[config.mk]
export PLATFORM = sky130hd
export DESIGN_NAME = gnss_config_ack_sequencer_core
export DESIGN_NICKNAME = d
export VERILOG_FILES = /design/src/hw/rtl/gcas_pkg.sv /design/src/hw/rtl/gnss_config_ack_sequencer_core.sv
export SDC_FILE = /design/constraint.sdc
export NUM_CORES = 1
export LEC_CHECK = 0
export ABC_AREA = 0
export BUFFER_PORTS_ARGS = -buffer_cell sky130_fd_sc_hd__buf_2
export CORE_MARGIN = 2
export CORE_UTILIZATION = 61
export CTS_CLUSTER_SIZE = 30
export DETAILED_ROUTE_END_ITERATION = 7
export GPL_TIMING_DRIVEN = 0
export PLACE_DENSITY = 0.83
export SLEW_MARGIN = 30
export SYNTH_ARGS = -nofsm -noshare
export SYNTH_HDL_FRONTEND = slang
export SYNTH_SLANG_ARGS = --single-unit
[constraint.sdc]
create_clock -name i_clk -period 12.8 [get_ports i_clk]
set_input_delay 1.92 -clock i_clk [delete_from_list [all_inputs] [get_ports i_clk]]
set_output_delay 1.92 -clock i_clk [all_outputs]
set_load 0.03 [all_outputs]
[src/hw/rtl/gcas_pkg.sv]
// Shared types and codes for the receiver configuration sequencer.
// Used by gnss_config_ack_sequencer_core and its checker; no dependencies.
package gcas_pkg;

    typedef logic [3:0] t_step;
    typedef logic [2:0] t_op;
    typedef logic [2:0] t_kind;
    typedef logic [1:0] t_fin;
    typedef logic [2:0] t_cfg_idx;

    // configuration steps
    localparam t_step STEP_PORT    = 4'd0;
    localparam t_step STEP_RATE    = 4'd1;
    localparam t_step STEP_ANT     = 4'd2;
    localparam t_step STEP_NAV     = 4'd3;
    localparam t_step STEP_TP      = 4'd4;
    localparam t_step STEP_PVT     = 4'd5;
    localparam t_step STEP_SAT     = 4'd6;
    localparam t_step STEP_POSLLH  = 4'd7;
    localparam t_step STEP_VELNED  = 4'd8;
    localparam t_step STEP_SOL     = 4'd9;
    localparam t_step STEP_TIMEGPS = 4'd10;
    localparam t_step STEP_READY   = 4'd11;
    localparam t_step STEP_ERROR   = 4'd12;

    // event codes
    localparam t_op OP_RESTART = 3'd0;
    localparam t_op OP_ACK     = 3'd1;
    localparam t_op OP_NAK     = 3'd2;
    localparam t_op OP_OTHER   = 3'd3;
    localparam t_op OP_EXPIRE  = 3'd4;

    // command kinds
    localparam t_kind KIND_NONE     = 3'd0;
    localparam t_kind KIND_PORT     = 3'd1;
    localparam t_kind KIND_RATE     = 3'd2;
    localparam t_kind KIND_ANT      = 3'd3;
    localparam t_kind KIND_NAV      = 3'd4;
    localparam t_kind KIND_TP       = 3'd5;
    localparam t_kind KIND_MSG_RATE = 3'd6;

    // completion codes
    localparam t_fin FIN_NONE = 2'd0;
    localparam t_fin FIN_DONE = 2'd1;
    localparam t_fin FIN_FAIL = 2'd2;

    // configuration register indexes
    localparam t_cfg_idx CFG_RETRY_LIMIT  = 3'd0;
    localparam t_cfg_idx CFG_MEAS_RATE    = 3'd1;
    localparam t_cfg_idx CFG_MIN_ELEV     = 3'd2;
    localparam t_cfg_idx CFG_PORT_ID      = 3'd3;
    localparam t_cfg_idx CFG_INACT_LIMIT  = 3'd4;

    // register reset values
    localparam logic [3:0]  DEFAULT_RETRIES    = 4'd10;
    localparam logic [7:0]  DEFAULT_MEAS_RATE  = 8'd1;
    localparam logic [31:0] DEFAULT_INACTIVITY = 32'd5000000;

    localparam logic [31:0] PULSE_PERIOD = 32'd1000000;

    // command class and ids
    localparam logic [7:0] CLS_CFG    = 8'h06;
    localparam logic [7:0] CLS_NAV    = 8'h01;
    localparam logic [7:0] ID_PRT     = 8'h00;
    localparam logic [7:0] ID_RATE    = 8'h08;
    localparam logic [7:0] ID_ANT     = 8'h13;
    localparam logic [7:0] ID_NAV5    = 8'h24;
    localparam logic [7:0] ID_TP5     = 8'h31;
    localparam logic [7:0] ID_MSG     = 8'h01;
    localparam logic [7:0] ID_PVT     = 8'h07;
    localparam logic [7:0] ID_SAT     = 8'h35;
    localparam logic [7:0] ID_POSLLH  = 8'h02;
    localparam logic [7:0] ID_VELNED  = 8'h12;
    localparam logic [7:0] ID_SOL     = 8'h06;
    localparam logic [7:0] ID_TIMEGPS = 8'h20;

endpackage

[src/hw/rtl/gnss_config_ack_sequencer_core.sv]
// Receiver configuration sequencer: ack/nak handling, resend on timeout and
// an inactivity watchdog. Depends on gcas_pkg.
//
// Usage:
//   Event channel (i_in_valid / o_in_stall): one event per transfer, with an
//   operation code, the acknowledged class and id, a baud value and a
//   microsecond timestamp. Result channel (o_out_valid / i_out_stall): exactly
//   one result per event, in order, giving the step after the event, the
//   command to send with its argument, completion status and timer control.
//   Configuration channel (i_cfg_valid / o_cfg_ready): always ready; write
//   only while no event is in flight.
//   The event register feeds the decision logic, whose output lands in the
//   result register when that register advances. Throughput is one event
//   per cycle while the receiver does not stall; the rate is set by the state
//   update, which includes a 64-bit subtract and compare for the watchdog.
//   Reset leaves the block in the ready step with the timer stopped and both
//   registers empty. When the receiver stalls, the result holds, the event
//   register fills, and o_in_stall rises until the result is taken.
module gnss_config_ack_sequencer_core
    import gcas_pkg::*;
(
    input  logic        i_clk,
    input  logic        i_rst_n,

    input  logic        i_in_valid,
    output logic        o_in_stall,
    input  logic [2:0]  i_operation,
    input  logic [7:0]  i_acked_class,
    input  logic [7:0]  i_acked_id,
    input  logic [31:0] i_baud_value,
    input  logic [63:0] i_now_us,

    output logic        o_out_valid,
    input  logic        i_out_stall,
    output logic [3:0]  o_step,
    output logic [2:0]  o_send_kind,
    output logic [7:0]  o_rate_msg_class,
    output logic [7:0]  o_rate_msg_id,
    output logic [31:0] o_send_arg,
    output logic [1:0]  o_finished,
    output logic        o_timer_arm,
    output logic        o_timer_mode,

    input  logic        i_cfg_valid,
    output logic        o_cfg_ready,
    input  logic [2:0]  i_cfg_index,
    input  logic [31:0] i_cfg_data
);

    // configuration registers
    logic [3:0]        r_retry_limit;
    logic [7:0]        r_meas_rate;
    logic signed [7:0] r_min_elev;
    logic [31:0]       r_inact_limit;

    // sequencer state
    t_step       r_step,    n_step;
    logic [15:0] r_pend,    n_pend;
    logic [3:0]  r_retries, n_retries;
    logic [31:0] r_baud,    n_baud;
    logic [63:0] r_last,    n_last;
    logic        r_running, n_running;
    logic        r_long,    n_long;

    // event register
    logic        r_in_valid;
    t_op         r_op;
    logic [7:0]  r_cls;
    logic [7:0]  r_id;
    logic [31:0] r_in_baud;
    logic [63:0] r_now;

    // result register
    logic        r_out_valid;
    t_step       r_o_step;
    t_kind       r_o_kind, n_kind;
    logic [7:0]  r_o_cls,  n_cls;
    logic [7:0]  r_o_id,   n_id;
    logic [31:0] r_o_arg,  n_arg;
    t_fin        r_o_fin,  n_fin;
    logic        r_o_arm,  n_arm;
    logic        r_o_mode;

    logic        adv;
    logic        in_xfer;
    logic        match;
    logic        do_run;
    logic        quiet;
    logic [63:0] since_msg;
    t_step       tgt;
    logic [7:0]  cmd_id;

    assign adv        = !r_out_valid || !i_out_stall;
    assign o_in_stall = r_in_valid && !adv;
    assign in_xfer    = i_in_valid && !o_in_stall;
    assign o_cfg_ready = 1'b1;

    assign match     = (r_pend != 16'd0) && ({r_cls, r_id} == r_pend);
    assign since_msg = r_now - r_last;
    assign quiet     = since_msg < {32'd0, r_inact_limit};

    always_comb begin
        n_step    = r_step;
        n_pend    = r_pend;
        n_retries = r_retries;
        n_baud    = r_baud;
        n_last    = r_last;
        n_running = r_running;
        n_long    = r_long;
        n_kind    = KIND_NONE;
        n_cls     = 8'd0;
        n_id      = 8'd0;
        n_arg     = 32'd0;
        n_fin     = FIN_NONE;
        n_arm     = 1'b0;
        do_run    = 1'b0;
        tgt       = r_step;
        cmd_id    = 8'd0;

        if (r_op == OP_ACK || r_op == OP_NAK || r_op == OP_OTHER) begin
            n_last = r_now;
        end

        case (r_op)
            OP_RESTART: begin
                n_running = 1'b0;
                n_long    = 1'b0;
                n_pend    = 16'd0;
                n_retries = r_retry_limit;
                n_baud    = r_in_baud;
                n_last    = 64'd0;
                tgt       = STEP_PORT;
                do_run    = 1'b1;
            end
            OP_ACK: begin
                if (match) begin
                    n_running = 1'b0;
                    if (r_step == STEP_SAT) begin
                        tgt = STEP_TIMEGPS;
                    end else if (r_step < STEP_READY) begin
                        tgt = r_step + 4'd1;
                    end else begin
                        tgt = STEP_ERROR;
                    end
                    n_pend    = 16'd0;
                    n_retries = r_retry_limit;
                    do_run    = 1'b1;
                end
            end
            OP_NAK: begin
                if (match) begin
                    n_running = 1'b0;
                    // PVT not supported: fall back to the older messages
                    if (r_step == STEP_PVT) begin
                        tgt       = STEP_POSLLH;
                        n_retries = r_retry_limit;
                    end else begin
                        tgt = STEP_ERROR;
                    end
                    n_pend = 16'd0;
                    do_run = 1'b1;
                end
            end
            OP_EXPIRE: begin
                if (r_running) begin
                    n_running = 1'b0;
                    if (r_step == STEP_READY) begin
                        if (quiet) begin
                            n_running = 1'b1;
                            n_arm     = 1'b1;
                        end else begin
                            tgt    = STEP_ERROR;
                            do_run = 1'b1;
                        end
                    end else if (r_retries == 4'd0) begin
                        n_pend = 16'd0;
                        tgt    = STEP_ERROR;
                        do_run = 1'b1;
                    end else begin
                        // resend the current step
                        n_retries = r_retries - 4'd1;
                        do_run    = 1'b1;
                    end
                end
            end
            default: begin
            end
        endcase

        if (do_run) begin
            n_step = tgt;
            case (tgt)
                STEP_PORT:    begin n_kind = KIND_PORT; cmd_id = ID_PRT;  n_arg = n_baud; end
                STEP_RATE:    begin
                    n_kind = KIND_RATE;
                    cmd_id = ID_RATE;
                    n_arg  = {24'd0, r_meas_rate};
                end
                STEP_ANT:     begin n_kind = KIND_ANT; cmd_id = ID_ANT; end
                STEP_NAV:     begin
                    n_kind = KIND_NAV;
                    cmd_id = ID_NAV5;
                    n_arg  = {24'd0, r_min_elev};
                end
                STEP_TP:      begin n_kind = KIND_TP; cmd_id = ID_TP5; n_arg = PULSE_PERIOD; end
                STEP_PVT:     begin n_id = ID_PVT;     n_arg = 32'd1; end
                STEP_SAT:     begin n_id = ID_SAT;     n_arg = {24'd0, r_meas_rate}; end
                STEP_POSLLH:  begin n_id = ID_POSLLH;  n_arg = 32'd1; end
                STEP_VELNED:  begin n_id = ID_VELNED;  n_arg = 32'd1; end
                STEP_SOL:     begin n_id = ID_SOL;     n_arg = {24'd0, r_meas_rate}; end
                STEP_TIMEGPS: begin n_id = ID_TIMEGPS; n_arg = {24'd0, r_meas_rate}; end
                STEP_READY:   begin n_fin = FIN_DONE; n_long = 1'b1; end
                default:      begin n_step = STEP_ERROR; n_fin = FIN_FAIL; end
            endcase

            if (tgt >= STEP_PVT && tgt <= STEP_TIMEGPS) begin
                n_kind = KIND_MSG_RATE;
                n_cls  = CLS_NAV;
                cmd_id = ID_MSG;
            end
            if (n_kind != KIND_NONE) begin
                n_pend = {CLS_CFG, cmd_id};
            end

            n_running = (n_step != STEP_ERROR);
            n_arm     = (n_step != STEP_ERROR);
        end
    end

    // configuration writes; the port number is accepted but not stored
    always_ff @(posedge i_clk) begin
        if (!i_rst_n) begin
            r_retry_limit <= DEFAULT_RETRIES;
            r_meas_rate   <= DEFAULT_MEAS_RATE;
            r_min_elev    <= 8'sd0;
            r_inact_limit <= DEFAULT_INACTIVITY;
        end else if (i_cfg_valid && o_cfg_ready) begin
            case (i_cfg_index)
                CFG_RETRY_LIMIT: r_retry_limit <= i_cfg_data[3:0];
                CFG_MEAS_RATE:   r_meas_rate   <= i_cfg_data[7:0];
                CFG_MIN_ELEV:    r_min_elev    <= i_cfg_data[7:0];
                CFG_PORT_ID:     begin end
                CFG_INACT_LIMIT: r_inact_limit <= i_cfg_data;
                default:         begin end
            endcase
        end
    end

    always_ff @(posedge i_clk) begin
        if (!i_rst_n) begin
            r_step      <= STEP_READY;
            r_pend      <= 16'd0;
            r_retries   <= 4'd0;
            r_baud      <= 32'd0;
            r_last      <= 64'd0;
            r_running   <= 1'b0;
            r_long      <= 1'b0;
            r_in_valid  <= 1'b0;
            r_out_valid <= 1'b0;
        end else begin
            if (!o_in_stall) begin
                r_in_valid <= i_in_valid;
            end
            if (adv) begin
                r_out_valid <= r_in_valid;
                if (r_in_valid) begin
                    r_step    <= n_step;
                    r_pend    <= n_pend;
                    r_retries <= n_retries;
                    r_baud    <= n_baud;
                    r_last    <= n_last;
                    r_running <= n_running;
                    r_long    <= n_long;
                end
            end
        end
    end

    // payload registers
    always_ff @(posedge i_clk) begin
        if (in_xfer) begin
            r_op      <= i_operation;
            r_cls     <= i_acked_class;
            r_id      <= i_acked_id;
            r_in_baud <= i_baud_value;
            r_now     <= i_now_us;
        end
        if (adv && r_in_valid) begin
            r_o_step <= n_step;
            r_o_kind <= n_kind;
            r_o_cls  <= n_cls;
            r_o_id   <= n_id;
            r_o_arg  <= n_arg;
            r_o_fin  <= n_fin;
            r_o_arm  <= n_arm;
            r_o_mode <= n_long;
        end
    end

    assign o_out_valid      = r_out_valid;
    assign o_step           = r_o_step;
    assign o_send_kind      = r_o_kind;
    assign o_rate_msg_class = r_o_cls;
    assign o_rate_msg_id    = r_o_id;
    assign o_send_arg       = r_o_arg;
    assign o_finished       = r_o_fin;
    assign o_timer_arm      = r_o_arm;
    assign o_timer_mode     = r_o_mode;

endmodule

==> results of run 1 <==
worst max-delay path, stage by stage (launching register included):
cell                       delay [ps]
sky130_fd_sc_hd__edfxtp_1         400
sky130_fd_sc_hd__ha_1             440
sky130_fd_sc_hd__a21oi_1          190
sky130_fd_sc_hd__o21a_1           210
sky130_fd_sc_hd__o311ai_0         770
sky130_fd_sc_hd__nor2_1           160
sky130_fd_sc_hd__nor3_1           310
sky130_fd_sc_hd__nor2_1           120
sky130_fd_sc_hd__o21ai_0          220
sky130_fd_sc_hd__xor2_1           210
sky130_fd_sc_hd__ha_1             270
sky130_fd_sc_hd__nand4_1           80
sky130_fd_sc_hd__o21ai_0           80
sky130_fd_sc_hd__o21ai_0          240
sky130_fd_sc_hd__o211ai_1         140
sky130_fd_sc_hd__a221oi_1         260
sky130_fd_sc_hd__nand4_1          150
sky130_fd_sc_hd__nor4_1           300
sky130_fd_sc_hd__nand4_1          110
sky130_fd_sc_hd__or4_1            490
sky130_fd_sc_hd__buf_6            190
sky130_fd_sc_hd__o31a_1           310
sky130_fd_sc_hd__buf_6            150
sky130_fd_sc_hd__nor3_1           170
sky130_fd_sc_hd__nor2b_2          350
sky130_fd_sc_hd__buf_2            320
sky130_fd_sc_hd__a21boi_0         300
metal layers:
| layer | part of all wire (%) | up-vias |
|---|---|---|
| met4 | 2.9 | 2 |
| met2 | 46 | 883 |
| met1 | 43 | 8390 |
| li1 | - | 8247 |
| met3 | 8.4 | 122 |
| met5 | 0.022 | - |
logic make-up (layout without fill, tap and decap cells):
family	after synthesis	after routing
xor+xnor	61	61
flops	340	340
mux	31	31
simple gates	784	784
fa+ha+maj	101	101
buf+inv	268	547
compound gates	573	573
other cells	2	20
cell type report:
type	count	share of cell area (%)
diodes	9	0.103
flip-flops and latches	340	38.5
plain buffers	145	3.00
inverters	123	2.12
repair buffers	211	5.40
multi-input cells	1561	43.1
clock buffers	53	5.01
clock inverters	15	0.525
well taps	396	2.26
stage by stage:
| step | instances | power, mW | worst slack (ps) | utilization (%) | hold slack (ps) |
|---|---|---|---|---|---|
| after floorplan | 2169 | 1.53 | 4900 | - | 432 |
| after global placement | 2769 | 1.66 | 2660 | 67.1 | 438 |
| after detailed placement | 2776 | 1.68 | 5790 | 67.7 | 443 |
| after CTS | 2844 | 2.74 | 5680 | 71.6 | 451 |
| after global routing | 2853 | 2.84 | 5040 | 71.7 | 473 |
| final | 2853 | 2.74 | 5650 | 71.7 | 451 |
cells in the final DEF (no fill, tap or decap), types with 18 or more instances in the layout:
cell / instances
sky130_fd_sc_hd__nor4_1: 21
sky130_fd_sc_hd__xnor2_1: 35
sky130_fd_sc_hd__nand2_1: 392
sky130_fd_sc_hd__edfxtp_1: 164
sky130_fd_sc_hd__a21oi_1: 252
sky130_fd_sc_hd__ha_1: 98
sky130_fd_sc_hd__xor2_1: 26
sky130_fd_sc_hd__a21o_1: 28
sky130_fd_sc_hd__nor2_1: 124
sky130_fd_sc_hd__nor3_1: 18
sky130_fd_sc_hd__o21ai_0: 68
sky130_fd_sc_hd__clkbuf_1: 98
sky130_fd_sc_hd__a211oi_1: 18
sky130_fd_sc_hd__o211ai_1: 25
sky130_fd_sc_hd__nand3_1: 82
sky130_fd_sc_hd__dfxtp_1: 176
sky130_fd_sc_hd__a21boi_0: 24
sky130_fd_sc_hd__mux2i_1: 30
sky130_fd_sc_hd__buf_2: 228
sky130_fd_sc_hd__nand4_1: 54
sky130_fd_sc_hd__inv_1: 121
sky130_fd_sc_hd__clkbuf_16: 40
power breakdown:
group / internal [mW] / switching (mW) / total, mW
clock: 0.622 / 0.446 / 1.07
combinational: 0.160 / 0.304 / 0.464
sequential: 1.18 / 0.0221 / 1.20
total: 1.97 / 0.772 / 2.74
sequential cells by signal (all words and copies together), names as in the netlist, 4 cells and up:
name,count
o_rate_msg_id,5
o_send_arg,32
o_step,4
r_baud,32
r_cls,8
r_id,8
r_in_baud,32
r_inact_limit,32
r_last,64
r_meas_rate,8
r_min_elev,8
r_now,64
r_pend,16
r_retries,4
r_retry_limit,4
r_step,4
worst max path at each step:
stage                          end  slack (ps)  cells past startpoint         from
floorplan                 r_cls[0]        4900                      2  i_out_stall
global placement         r_now[42]        2660                      3  i_out_stall
CTS                 o_send_arg[27]        5680                     26     r_now[6]
global route        o_send_arg[27]        5040                     26     r_now[6]
detailed placement  o_send_arg[27]        5790                     26     r_now[6]
finish              o_send_arg[27]        5650                     26     r_now[6]
==> results.txt, run 1 <==
----------------------------------------------------
[Outcome]
  Status ... completed

[Placement]
  Hpwl dp ... 44200 um
  Placed inst area ... 20700 sq um
  Weighted congestion reported at the end of routability-driven placement ... 0.995
  Port-buffer cells ... 204

[Synthesis]
  Most common cell in the synthesized netlist ... sky130_fd_sc_hd__nand2_1
  Ys async rst share ... 0%
  Combinational family with the most area after synthesis ... compound AO/OA/AOI/OAI gates
  Post-synthesis cell area ... 19000 sq um
  Post-synthesis register bit count ... 340
  Number of instances in the synthesized netlist ... 2160
  Most instantiated cells after synthesis ... sky130_fd_sc_hd__nand2_1, sky130_fd_sc_hd__a21oi_1, sky130_fd_sc_hd__dfxtp_1, sky130_fd_sc_hd__edfxtp_1, sky130_fd_sc_hd__nor2_1
  Synth cell types ... 92
  Ranking of synthesized cells by area ... sky130_fd_sc_hd__edfxtp_1, sky130_fd_sc_hd__dfxtp_1, sky130_fd_sc_hd__nand2_1
  Average instance area after synthesis ... 8.78 sq um
  Fraction of synthesized area in multiplexers ... 1.64%
  Post-synthesis share of cell area spent on xor and xnor gates ... 2.82%
  Post-synthesis sequential area ratio ... 44.5%
  Top cell type by total area after synthesis ... sky130_fd_sc_hd__edfxtp_1
  Complex-gate fraction of the synthesized area ... 19.5%
  EDFF count, synth ... 164
  Adder-Cell Fraction of Synth Area ... 6.68%
  Synth warnings ... 0
  Top cell type's share of synthesized area ... 26.0%
  Synth Area in Simple Gates ... 18.9%
  Synth Flop Type ... sky130_fd_sc_hd__dfxtp_1

[Layout]
  Storage cell area ... 8450 sq um
  Fillers ... 2335
  Area grow syn2layout ... 15.7%
  Area taken by multi-input logic gates ... 9450 sq um
  Layout cells sized above 1 ... 15.1%
  Final-stage net count ... 2673
  Design area ... 21900 sq um

[Power]
  P_leak ... 8.14 nW
  Pwr dens ... 125 nW/um^2
  IR drop worst, VDD ... 0.123 mV

[Floorplanning]
  Number of primary I/O pins ... 217
  Effective utilization at floorplan ... 62.0%
  Vertical die dimension ... 180 um
  Row count ... 64
  Area of the die ... 32500 sq um
  Core Area ... 30600 sq um
  Die outline width ... 180 um

[Clocking]
  Clock transition at the register clock pins on the worst setup and hold paths after CTS ... 60 ps
  CTS max path bufs ... 3
  Number of buffers added for setup after CTS ... 0
  Count of instances resized after the clock tree is built ... 0
  Insertion delay of the later-clocked pin in the worst-skew pair ... 540 ps
  CTS Root Buffer Type ... sky130_fd_sc_hd__clkbuf_16
  TritonCTS clock tree ... done
  Hold buffer count at cts ... 0
  Number of H-tree levels ... 2
  Total clock buffers created by CTS ... 37
  Sink count of the clock tree ... 340

[Worst hold path]
  Min-Delay Path Depth ... 2
  HP Start ... r_last[59]
  Endpoint with the worst hold slack ... r_last[59]
  Worst min path class ... flip-flop to flip-flop

[Worst setup path]
  Worst flop-to-flop path startpoint ... r_now[6]
  Required time reported for the critical path endpoint ... 13140 ps
  Critical path arrival ... 7490 ps
  Minimum setup slack among reg-to-reg paths ... 5650 ps
  Count of cells along the worst register-to-register path ... 26
  Type of the worst setup path ... flip-flop to flip-flop
  Destination of the worst register-to-register timing path ... o_send_arg[27]
  Worst Setup End Kind ... flip-flop
  Startpoint class of the critical path ... flip-flop
  Highest fanout seen on the critical path ... 10

[Route]
  Routed Antenna Nets ... 0
  Routed length per placed instance ... 20.3 um
  Drc violations ... 0
  Detailed-routing iteration count for the pre-antenna-repair pass ... 6
  Vias ... 17.6k
  Avg Vias per Cell ... 6.18
  Total Routed Length ... 57900 um
  DRC marker count from the first detailed-route iteration ... 1939

[Global routing]
  Largest net degree at the start of global routing ... 55
  Via count of the first global-routing pass ... 16.8k
  Met3 Usage GRT ... 4.83%
  Global-route congestion overflow total ... 0
  Total routing usage reported by global routing ... 34.6%
  Fraction of met2 tracks used by global routing ... 55.6%
  M1 GR Usage ... 48.8%
  Global route hottest layer ... met2
  Wire length of the first global-routing pass ... 89900 um
  Antenna violations before repair ... 9

[STA]
  RSZ-0062 raised after global routing ... no
  Worst clock skew ... 16.8 ps
  Slew at the pin closest to its max-slew limit ... 980 ps
  Max-slew violations ... 0
  Final hold violation count ... 0
  Final-report setup violation count ... 0
  TNS Setup ... 0 ps
  Relative max-transition margin ... 34.7%
  Achievable clock frequency ... 0.140 GHz
  Final critical-path share of the clock period ... 55.9%
  Time the worst path needs with I/O delays and setup ... 7150 ps

[Flow run]
  Max-cap check violation count ... 0

----------------------------------------------------
No activity file was read; power rests on OpenSTA's default activity.
==> run 2: changes to the inputs <==
- CORE_UTILIZATION: 61 -> 54
- PLACE_DENSITY: 0.83 -> 0.78
- clock period: 12.8 -> 6.45 ns (I/O delays scaled with it)
==> run 2 against run 1 <==
  * Final cell count is 2.8% higher
  * Non-clock buffer count is 18 higher
  * Clock power is 98% higher
  * Critical path depth stayed put
  * Sequential cell count stayed put
  * Final area is 2.2% higher
  * Core utilization is 6.8 points lower
  * Worst setup slack worse by 5500 ps
  * Wire length is 4.0% lower
  * Largest power group unchanged
  * Highest routed layer is now met4
  * Total power is 99% higher
==> results.txt, run 2 (same netlist as run 1, synthesis figures left out) <==
----------------------------------------------------
[STA]
  Max-slew violations ... 0 (unchanged)
  Relative max-transition margin ... 36.6% (was 34.7%)
  PnR worst setup slack ... 185 ps (was 5650 ps)
  Slew at the pin closest to its max-slew limit ... 951 ps (was 980 ps)
  Final critical-path share of the clock period ... 97.1% (was 55.9%)
  Time the worst path needs with I/O delays and setup ... 6270 ps (was 7150 ps)
  Worst clock skew ... 30.3 ps (was 16.8 ps)
  Final-report setup violation count ... 0 (unchanged)
  Final hold violation count ... 0 (unchanged)
  Achievable clock frequency ... 0.160 GHz (was 0.140 GHz)

[Worst setup path]
  Required time reported for the critical path endpoint ... 6820 ps (was 13140 ps)
  Startpoint class of the critical path ... flip-flop (unchanged)
  Number of buffer and inverter instances along the worst setup path ... 4 (was 3)
  Type of the worst setup path ... flip-flop to flip-flop (unchanged)
  Count of cells along the worst register-to-register path ... 26 (unchanged)
  Highest fanout seen on the critical path ... 10 (unchanged)
  Crit path max-delay cell type ... sky130_fd_sc_hd__or4_4 (was sky130_fd_sc_hd__o311ai_0)
  Critical path arrival ... 6640 ps (was 7490 ps)
  Crit-path max cell delay ... 460 ps (was 770 ps)
  Stages on the worst setup path ... 26 (unchanged)
  Minimum setup slack among reg-to-reg paths ... 180 ps (was 5650 ps)
  Worst Setup End Kind ... flip-flop (unchanged)
  Kind of cell adding the most delay to the critical path ... compound AO/OA/AOI/OAI gates (unchanged)

[Placement]
  Setup Slack @ Placement ... -663 ps (was 5790 ps)
  Hpwl dp ... 42000 um (was 44200 um)
  Port-buffer cells ... 204 (unchanged)
  Weighted congestion reported at the end of routability-driven placement ... 0.982 (was 0.995)

[Flow run]
  Max-cap check violation count ... 0 (unchanged)

[Route]
  Total Routed Length ... 55600 um (was 57900 um)
  Drc violations ... 0 (unchanged)
  Avg Vias per Cell ... 5.96 (was 6.18)
  Routed Antenna Nets ... 0 (unchanged)
  Vias ... 17.5k (was 17.6k)
  Routed length per placed instance ... 19.0 um (was 20.3 um)
  DRC marker count from the first detailed-route iteration ... 1675 (was 1939)
  Detailed-routing iteration count for the pre-antenna-repair pass ... 6 (unchanged)

[Layout]
  Fraction of the core area covered by cells at the end of the flow ... 64.9% (was 71.7%)
  Fillers ... 2857 (was 2335)
  Layout cells sized above 1 ... 17.0% (was 15.1%)
  Registers with the highest flip-flop counts ... r_last: 64 flops, r_now: 64 flops (unchanged)
  Area grow syn2layout ... 18.2% (was 15.7%)
  Leading cell type in the layout, fill and taps excluded ... sky130_fd_sc_hd__nand2_1 (unchanged)
  Most frequent cells in the layout ... sky130_fd_sc_hd__nand2_1, sky130_fd_sc_hd__a21oi_1, sky130_fd_sc_hd__buf_2 (unchanged)
  Final-stage net count ... 2691 (was 2673)

[Power]
  Pwr dens ... 243 nW/um^2 (was 125 nW/um^2)
  IR drop worst, VDD ... 0.232 mV (was 0.123 mV)
  P_leak ... 8.29 nW (was 8.14 nW)

[Clocking]
  CTS Root Buffer Type ... sky130_fd_sc_hd__clkbuf_16 (unchanged)
  Number of H-tree levels ... 2 (unchanged)
  CTS max path bufs ... 3 (unchanged)
  Total clock buffers created by CTS ... 37 (unchanged)
  Insertion delay of the later-clocked pin in the worst-skew pair ... 570 ps (was 540 ps)
  Hold buffer count at cts ... 0 (unchanged)
  Clock transition at the register clock pins on the worst setup and hold paths after CTS ... 70 ps (was 60 ps)
  Sink count of the clock tree ... 340 (unchanged)
  TritonCTS clock tree ... done (unchanged)

[Global routing]
  Largest net degree at the start of global routing ... 31 (was 55)
  Via count of the first global-routing pass ... 16.4k (was 16.8k)
  Wire length of the first global-routing pass ... 85600 um (was 89900 um)
  Antenna violations before repair ... 10 (was 9)
  Total routing usage reported by global routing ... 29.7% (was 34.6%)
  Global-route congestion overflow total ... 0 (unchanged)

[Floorplanning]
  Vertical die dimension ... 191 um (was 180 um)
  Effective utilization at floorplan ... 54.9% (was 62.0%)
  Number of primary I/O pins ... 217 (unchanged)
  Area of the die ... 36600 sq um (was 32500 sq um)
  Core Area ... 34500 sq um (was 30600 sq um)
  Row count ... 68 (was 64)
  Die outline width ... 191 um (was 180 um)

[Worst hold path]
  Min-Delay Path Depth ... 2 (unchanged)
  Worst min path class ... flip-flop to flip-flop (unchanged)

[Outcome]
  Status ... completed (unchanged)

----------------------------------------------------
run 2: changes by cell type in the layout (fill, tap and decap cells not counted), moves of 5 or more:
| cell | change |
|---|---|
| sky130_fd_sc_hd__buf_4 | +20 |
| sky130_fd_sc_hd__a21boi_0 | -5 |
| sky130_fd_sc_hd__nor4_1 | -5 |
| sky130_fd_sc_hd__buf_2 | -8 |
run 2: per-stage QoR:
step	hold WS, ps	power (mW)	area (sq um)	cells	TNS (ps)
after floorplan	432	3.03	19000	2169	0
after global placement	439	3.28	20600	2828	-24800
after detailed placement	446	3.32	20800	2835	-30600
after CTS	454	5.45	22100	2910	0
after global routing	473	5.67	22400	2932	-352
final	451	5.46	22400	2932	0
run 2: layout make-up:
class | count | area [sq um] | area share, %
antenna | 11 | 27.5 | 0.123
buffer | 144 | 683 | 3.05
clock buffer | 56 | 1080 | 4.82
clock inverter | 12 | 130 | 0.580
inverter | 123 | 464 | 2.07
multi-input combinational | 1561 | 9670 | 43.1
sequential | 340 | 8450 | 37.7
tap | 455 | 569 | 2.54
timing repair buffer | 230 | 1350 | 6.00
run 2: final timing paths:
path,to,startpoint
worst max-delay path,o_send_arg[0],r_now[0]
worst max register to register,o_send_arg[0],r_now[0]
worst min-delay path,r_last[6],r_last[6]
worst min register to register,r_last[6],r_last[6]
run 2: worst reg2reg max path: cells and delay by family (launching register included):
| family | cells | cell delay (ps) |
|---|---|---|
| buf+inv | 4 | 650 |
| simple gates | 6 | 1080 |
| compound gates | 11 | 2670 |
| mux | 1 | 240 |
| flops | 1 | 430 |
| xor+xnor | 1 | 170 |
| fa+ha+maj | 3 | 860 |
run 2: metal layers:
metal	vias up	part of all wire, %	wire [um]	global-route usage (%)
met3	149	7.1	3920	4.66
met1	8344	42	23200	39.2
li1	8266	-	-	-
met2	724	47	25900	48.1
met5	-	0	0	0
met4	0	4.5	2520	13.2
run 2: where the power goes:
group          internal (mW)  switching (mW)  total [mW]
combinational          0.341           0.609       0.951
clock                   1.22           0.901        2.12
sequential              2.35          0.0437        2.39
run 2: timing repair:
| item | 4_1_cts | 5_1_grt |
|---|---|---|
| gates resized for setup | 23 | 41 |
| pin swaps | 4 | 22 |
| setup endpoints to repair | 68 | 67 |
| buffers inserted | 7 | 12 |
==> run 3: changes to the inputs <==
--- a/config.mk
+++ b/config.mk
@@ -10,3 +10,4 @@
 export CORE_MARGIN = 2
-export CORE_UTILIZATION = 54
+export CORE_UTILIZATION = 55
+export CTS_BUF_LIST = sky130_fd_sc_hd__clkbuf_8
 export CTS_CLUSTER_SIZE = 30
@@ -14,3 +15,3 @@
 export GPL_TIMING_DRIVEN = 0
-export PLACE_DENSITY = 0.78
+export PLACE_DENSITY = 0.79
 export SLEW_MARGIN = 30
==> constraint.sdc (replaced) <==
create_clock -name i_clk -period 6.45 [get_ports i_clk]
set_input_delay 0.645 -clock i_clk [delete_from_list [all_inputs] [get_ports i_clk]]
set_output_delay 0.645 -clock i_clk [all_outputs]
set_load 0.03 [all_outputs]
==> run 3 against run 2 <==
  * Core utilization is 0.34 points higher
  * Hold slack worse by 320 ps
  * Combinational power about the same
  * Final cell count rose by 0.92%
  * Clock skew increased by 14 ps
  * Clock power shrank 3%
  * Sequential share of layout area increased by 0.082 points
  * Die area down 1.8%
  * Fmax up 0.82%
  * Largest cell class unchanged
  * Largest power group unchanged
==> results.txt, run 3 (same netlist as run 1, synthesis figures left out) <==
----------------------------------------------------
[Layout]
  Most frequent cells in the layout ... sky130_fd_sc_hd__nand2_1, sky130_fd_sc_hd__a21oi_1, sky130_fd_sc_hd__buf_2 (unchanged)
  Design area ... 22400 sq um (about the same)
  Final std cells w/o fill ... 2959 (was 2932)
  Fraction of the core area covered by cells at the end of the flow ... 65.2% (was 64.9%)
  Storage cell area ... 8450 sq um (unchanged)
  Layout cells sized above 1 ... 17.9% (was 17.0%)
  Area grow syn2layout ... 18.0% (was 18.2%)
  Fillers ... 2874 (was 2857)
  Registers with the highest flip-flop counts ... r_last: 64 flops, r_now: 64 flops (unchanged)
  Leading cell type in the layout, fill and taps excluded ... sky130_fd_sc_hd__nand2_1 (unchanged)
  Final-stage net count ... 2702 (was 2691)
  Area taken by multi-input logic gates ... 9680 sq um (was 9670 sq um)

[Worst setup path]
  Minimum setup slack among reg-to-reg paths ... 240 ps (was 180 ps)
  Required time reported for the critical path endpoint ... 6920 ps (was 6820 ps)
  Worst setup endpoint ... o_send_arg[1] (was o_send_arg[0])
  Startpoint class of the critical path ... flip-flop (unchanged)
  Type of the worst setup path ... flip-flop to flip-flop (unchanged)
  Destination of the worst register-to-register timing path ... o_send_arg[1] (was o_send_arg[0])
  Highest fanout seen on the critical path ... 8 (was 10)
  Count of cells along the worst register-to-register path ... 25 (was 26)
  Crit path max-delay cell type ... sky130_fd_sc_hd__or4_4 (unchanged)
  Worst flop-to-flop path startpoint ... r_now[0] (unchanged)
  Worst Setup End Kind ... flip-flop (unchanged)
  Crit-path max cell delay ... 540 ps (was 460 ps)
  Critical path arrival ... 6690 ps (was 6640 ps)
  Worst setup path startpoint ... r_now[0] (unchanged)

[STA]
  Final Hold Slack ... 135 ps (was 451 ps)
  PnR worst setup slack ... 236 ps (was 185 ps)
  RSZ-0062 raised after global routing ... no
  Achievable clock frequency ... 0.161 GHz (was 0.160 GHz)
  Worst clock skew ... 44.1 ps (was 30.3 ps)
  Time the worst path needs with I/O delays and setup ... 6210 ps (was 6270 ps)
  Relative max-transition margin ... 40.9% (was 36.6%)
  TNS Setup ... 0 ps (unchanged)
  Slew at the pin closest to its max-slew limit ... 884 ps (was 951 ps)
  Max-slew violations ... 0 (unchanged)
  Final critical-path share of the clock period ... 96.3% (was 97.1%)
  Final-report setup violation count ... 0 (unchanged)
  Final hold violation count ... 0 (unchanged)

[Flow run]
  Max-cap check violation count ... 0 (unchanged)

[Floorplanning]
  Core Area ... 34300 sq um (was 34500 sq um)
  Die outline width ... 190 um (was 191 um)
  Number of primary I/O pins ... 217 (unchanged)
  Effective utilization at floorplan ... 55.3% (was 54.9%)
  Area of the die ... 36000 sq um (was 36600 sq um)
  Vertical die dimension ... 190 um (was 191 um)
  Row count ... 68 (unchanged)

[Clocking]
  Number of H-tree levels ... 2 (unchanged)
  TritonCTS clock tree ... done (unchanged)
  Total clock buffers created by CTS ... 55 (was 37)
  Clock transition at the register clock pins on the worst setup and hold paths after CTS ... 70 ps (about the same)
  Sink count of the clock tree ... 340 (unchanged)
  CTS Root Buffer Type ... sky130_fd_sc_hd__clkbuf_8 (was sky130_fd_sc_hd__clkbuf_16)
  Insertion delay of the later-clocked pin in the worst-skew pair ... 680 ps (was 570 ps)
  CTS max path bufs ... 3 (unchanged)
  Hold buffer count at cts ... 0 (unchanged)

[Power]
  Pwr dens ... 241 nW/um^2 (was 243 nW/um^2)
  Final Total Pwr ... 5.39 mW (was 5.46 mW)
  IR drop worst, VDD ... 0.191 mV (was 0.232 mV)
  P_leak ... 8.34 nW (was 8.29 nW)

[Worst hold path]
  Worst min path class ... input pin to flip-flop (was flip-flop to flip-flop)

[Route]
  Drc violations ... 0 (unchanged)
  Total Routed Length ... 55400 um (was 55600 um)
  Detailed-routing iteration count for the pre-antenna-repair pass ... 6 (unchanged)
  Routed Antenna Nets ... 0 (unchanged)
  Vias ... 17.4k (was 17.5k)
  Routed length per placed instance ... 18.7 um (was 19.0 um)
  Avg Vias per Cell ... 5.87 (was 5.96)
  DRC marker count from the first detailed-route iteration ... 1765 (was 1675)

[Placement]
  Placed inst area ... 20800 sq um (about the same)
  Hpwl dp ... 41900 um (was 42000 um)
  # placed instances ... 2835 (unchanged)
  Weighted congestion reported at the end of routability-driven placement ... 0.980 (was 0.982)
  Setup Slack @ Placement ... -749 ps (was -663 ps)
  Port-buffer cells ... 204 (unchanged)

[Global routing]
  Antenna violations before repair ... 8 (was 10)
  Via count of the first global-routing pass ... 16.5k (was 16.4k)
  Global-route congestion overflow total ... 0 (unchanged)
  Total routing usage reported by global routing ... 30.0% (was 29.7%)
  Wire length of the first global-routing pass ... 85400 um (was 85600 um)
  Largest net degree at the start of global routing ... 31 (unchanged)

[Outcome]
  Status ... completed (unchanged)

----------------------------------------------------
==> run 3: cell count changes in the layout (fill, tap and decap cells not counted), sizes merged <==
cell and change:
bufinv +5, buf -5, clkinvlp +3, clkinv +10, clkbuf +3, diode -2, inv +13
==> run 3: critical path: cells and delay by family, from the launching register on <==
family                     cells  cell delay, ps
AOI/OAI and AO/OA             12            2750
xor gates and xnor gates       1             140
adders and majority gates      3             810
buffers and inverters          5             660
DFF                            1             460
and+or+nand+nor                4            1210
==> run 3: layout make-up <==
cell class | count | share of cell area, %
clock buffer | 61 | 3.75
tap | 455 | 2.54
timing repair buffer | 225 | 5.86
clock inverter | 43 | 1.69
buffer | 142 | 2.95
sequential | 340 | 37.8
inverter | 123 | 2.07
multi-input combinational | 1561 | 43.3
antenna | 9 | 0.101
==> run 3: routing by layer <==
layer	vias to the layer above	track usage (%)	routed length, um
met5	-	0	0
li1	8289	-	-
met1	8194	39.6	23800
met4	0	15.6	2460
met3	159	4.32	3690
met2	722	48.0	25500
==> run 3: timing repair <==
action,in CTS,in global routing
setup buffers,6,8
endpoints found under the setup margin,69,68
pin swaps,9,18
gates resized for setup,30,32
endpoints found under the hold margin,0,0
cloned,0,0
==> run 3: worst min path at each step <==
| stage | from | endpoint | slack [ps] | cells past startpoint |
|---|---|---|---|---|
| after global routing | i_baud_value[19] | r_in_baud[19] | 110 | 1 |
| after detailed placement | r_last[25] | r_last[25] | 440 | 2 |
| after floorplan | r_last[10] | r_last[10] | 430 | 2 |
| after global placement | r_last[61] | r_last[61] | 440 | 2 |
| final | i_baud_value[19] | r_in_baud[19] | 130 | 1 |
| after CTS | i_baud_value[31] | r_in_baud[31] | 100 | 1 |
==> run 3: power breakdown <==
| group | internal, mW | switching (mW) |
|---|---|---|
| logic | 0.341 | 0.611 |
| clock network | 1.12 | 0.922 |
| registers | 2.35 | 0.0432 |
| total | 3.81 | 1.58 |
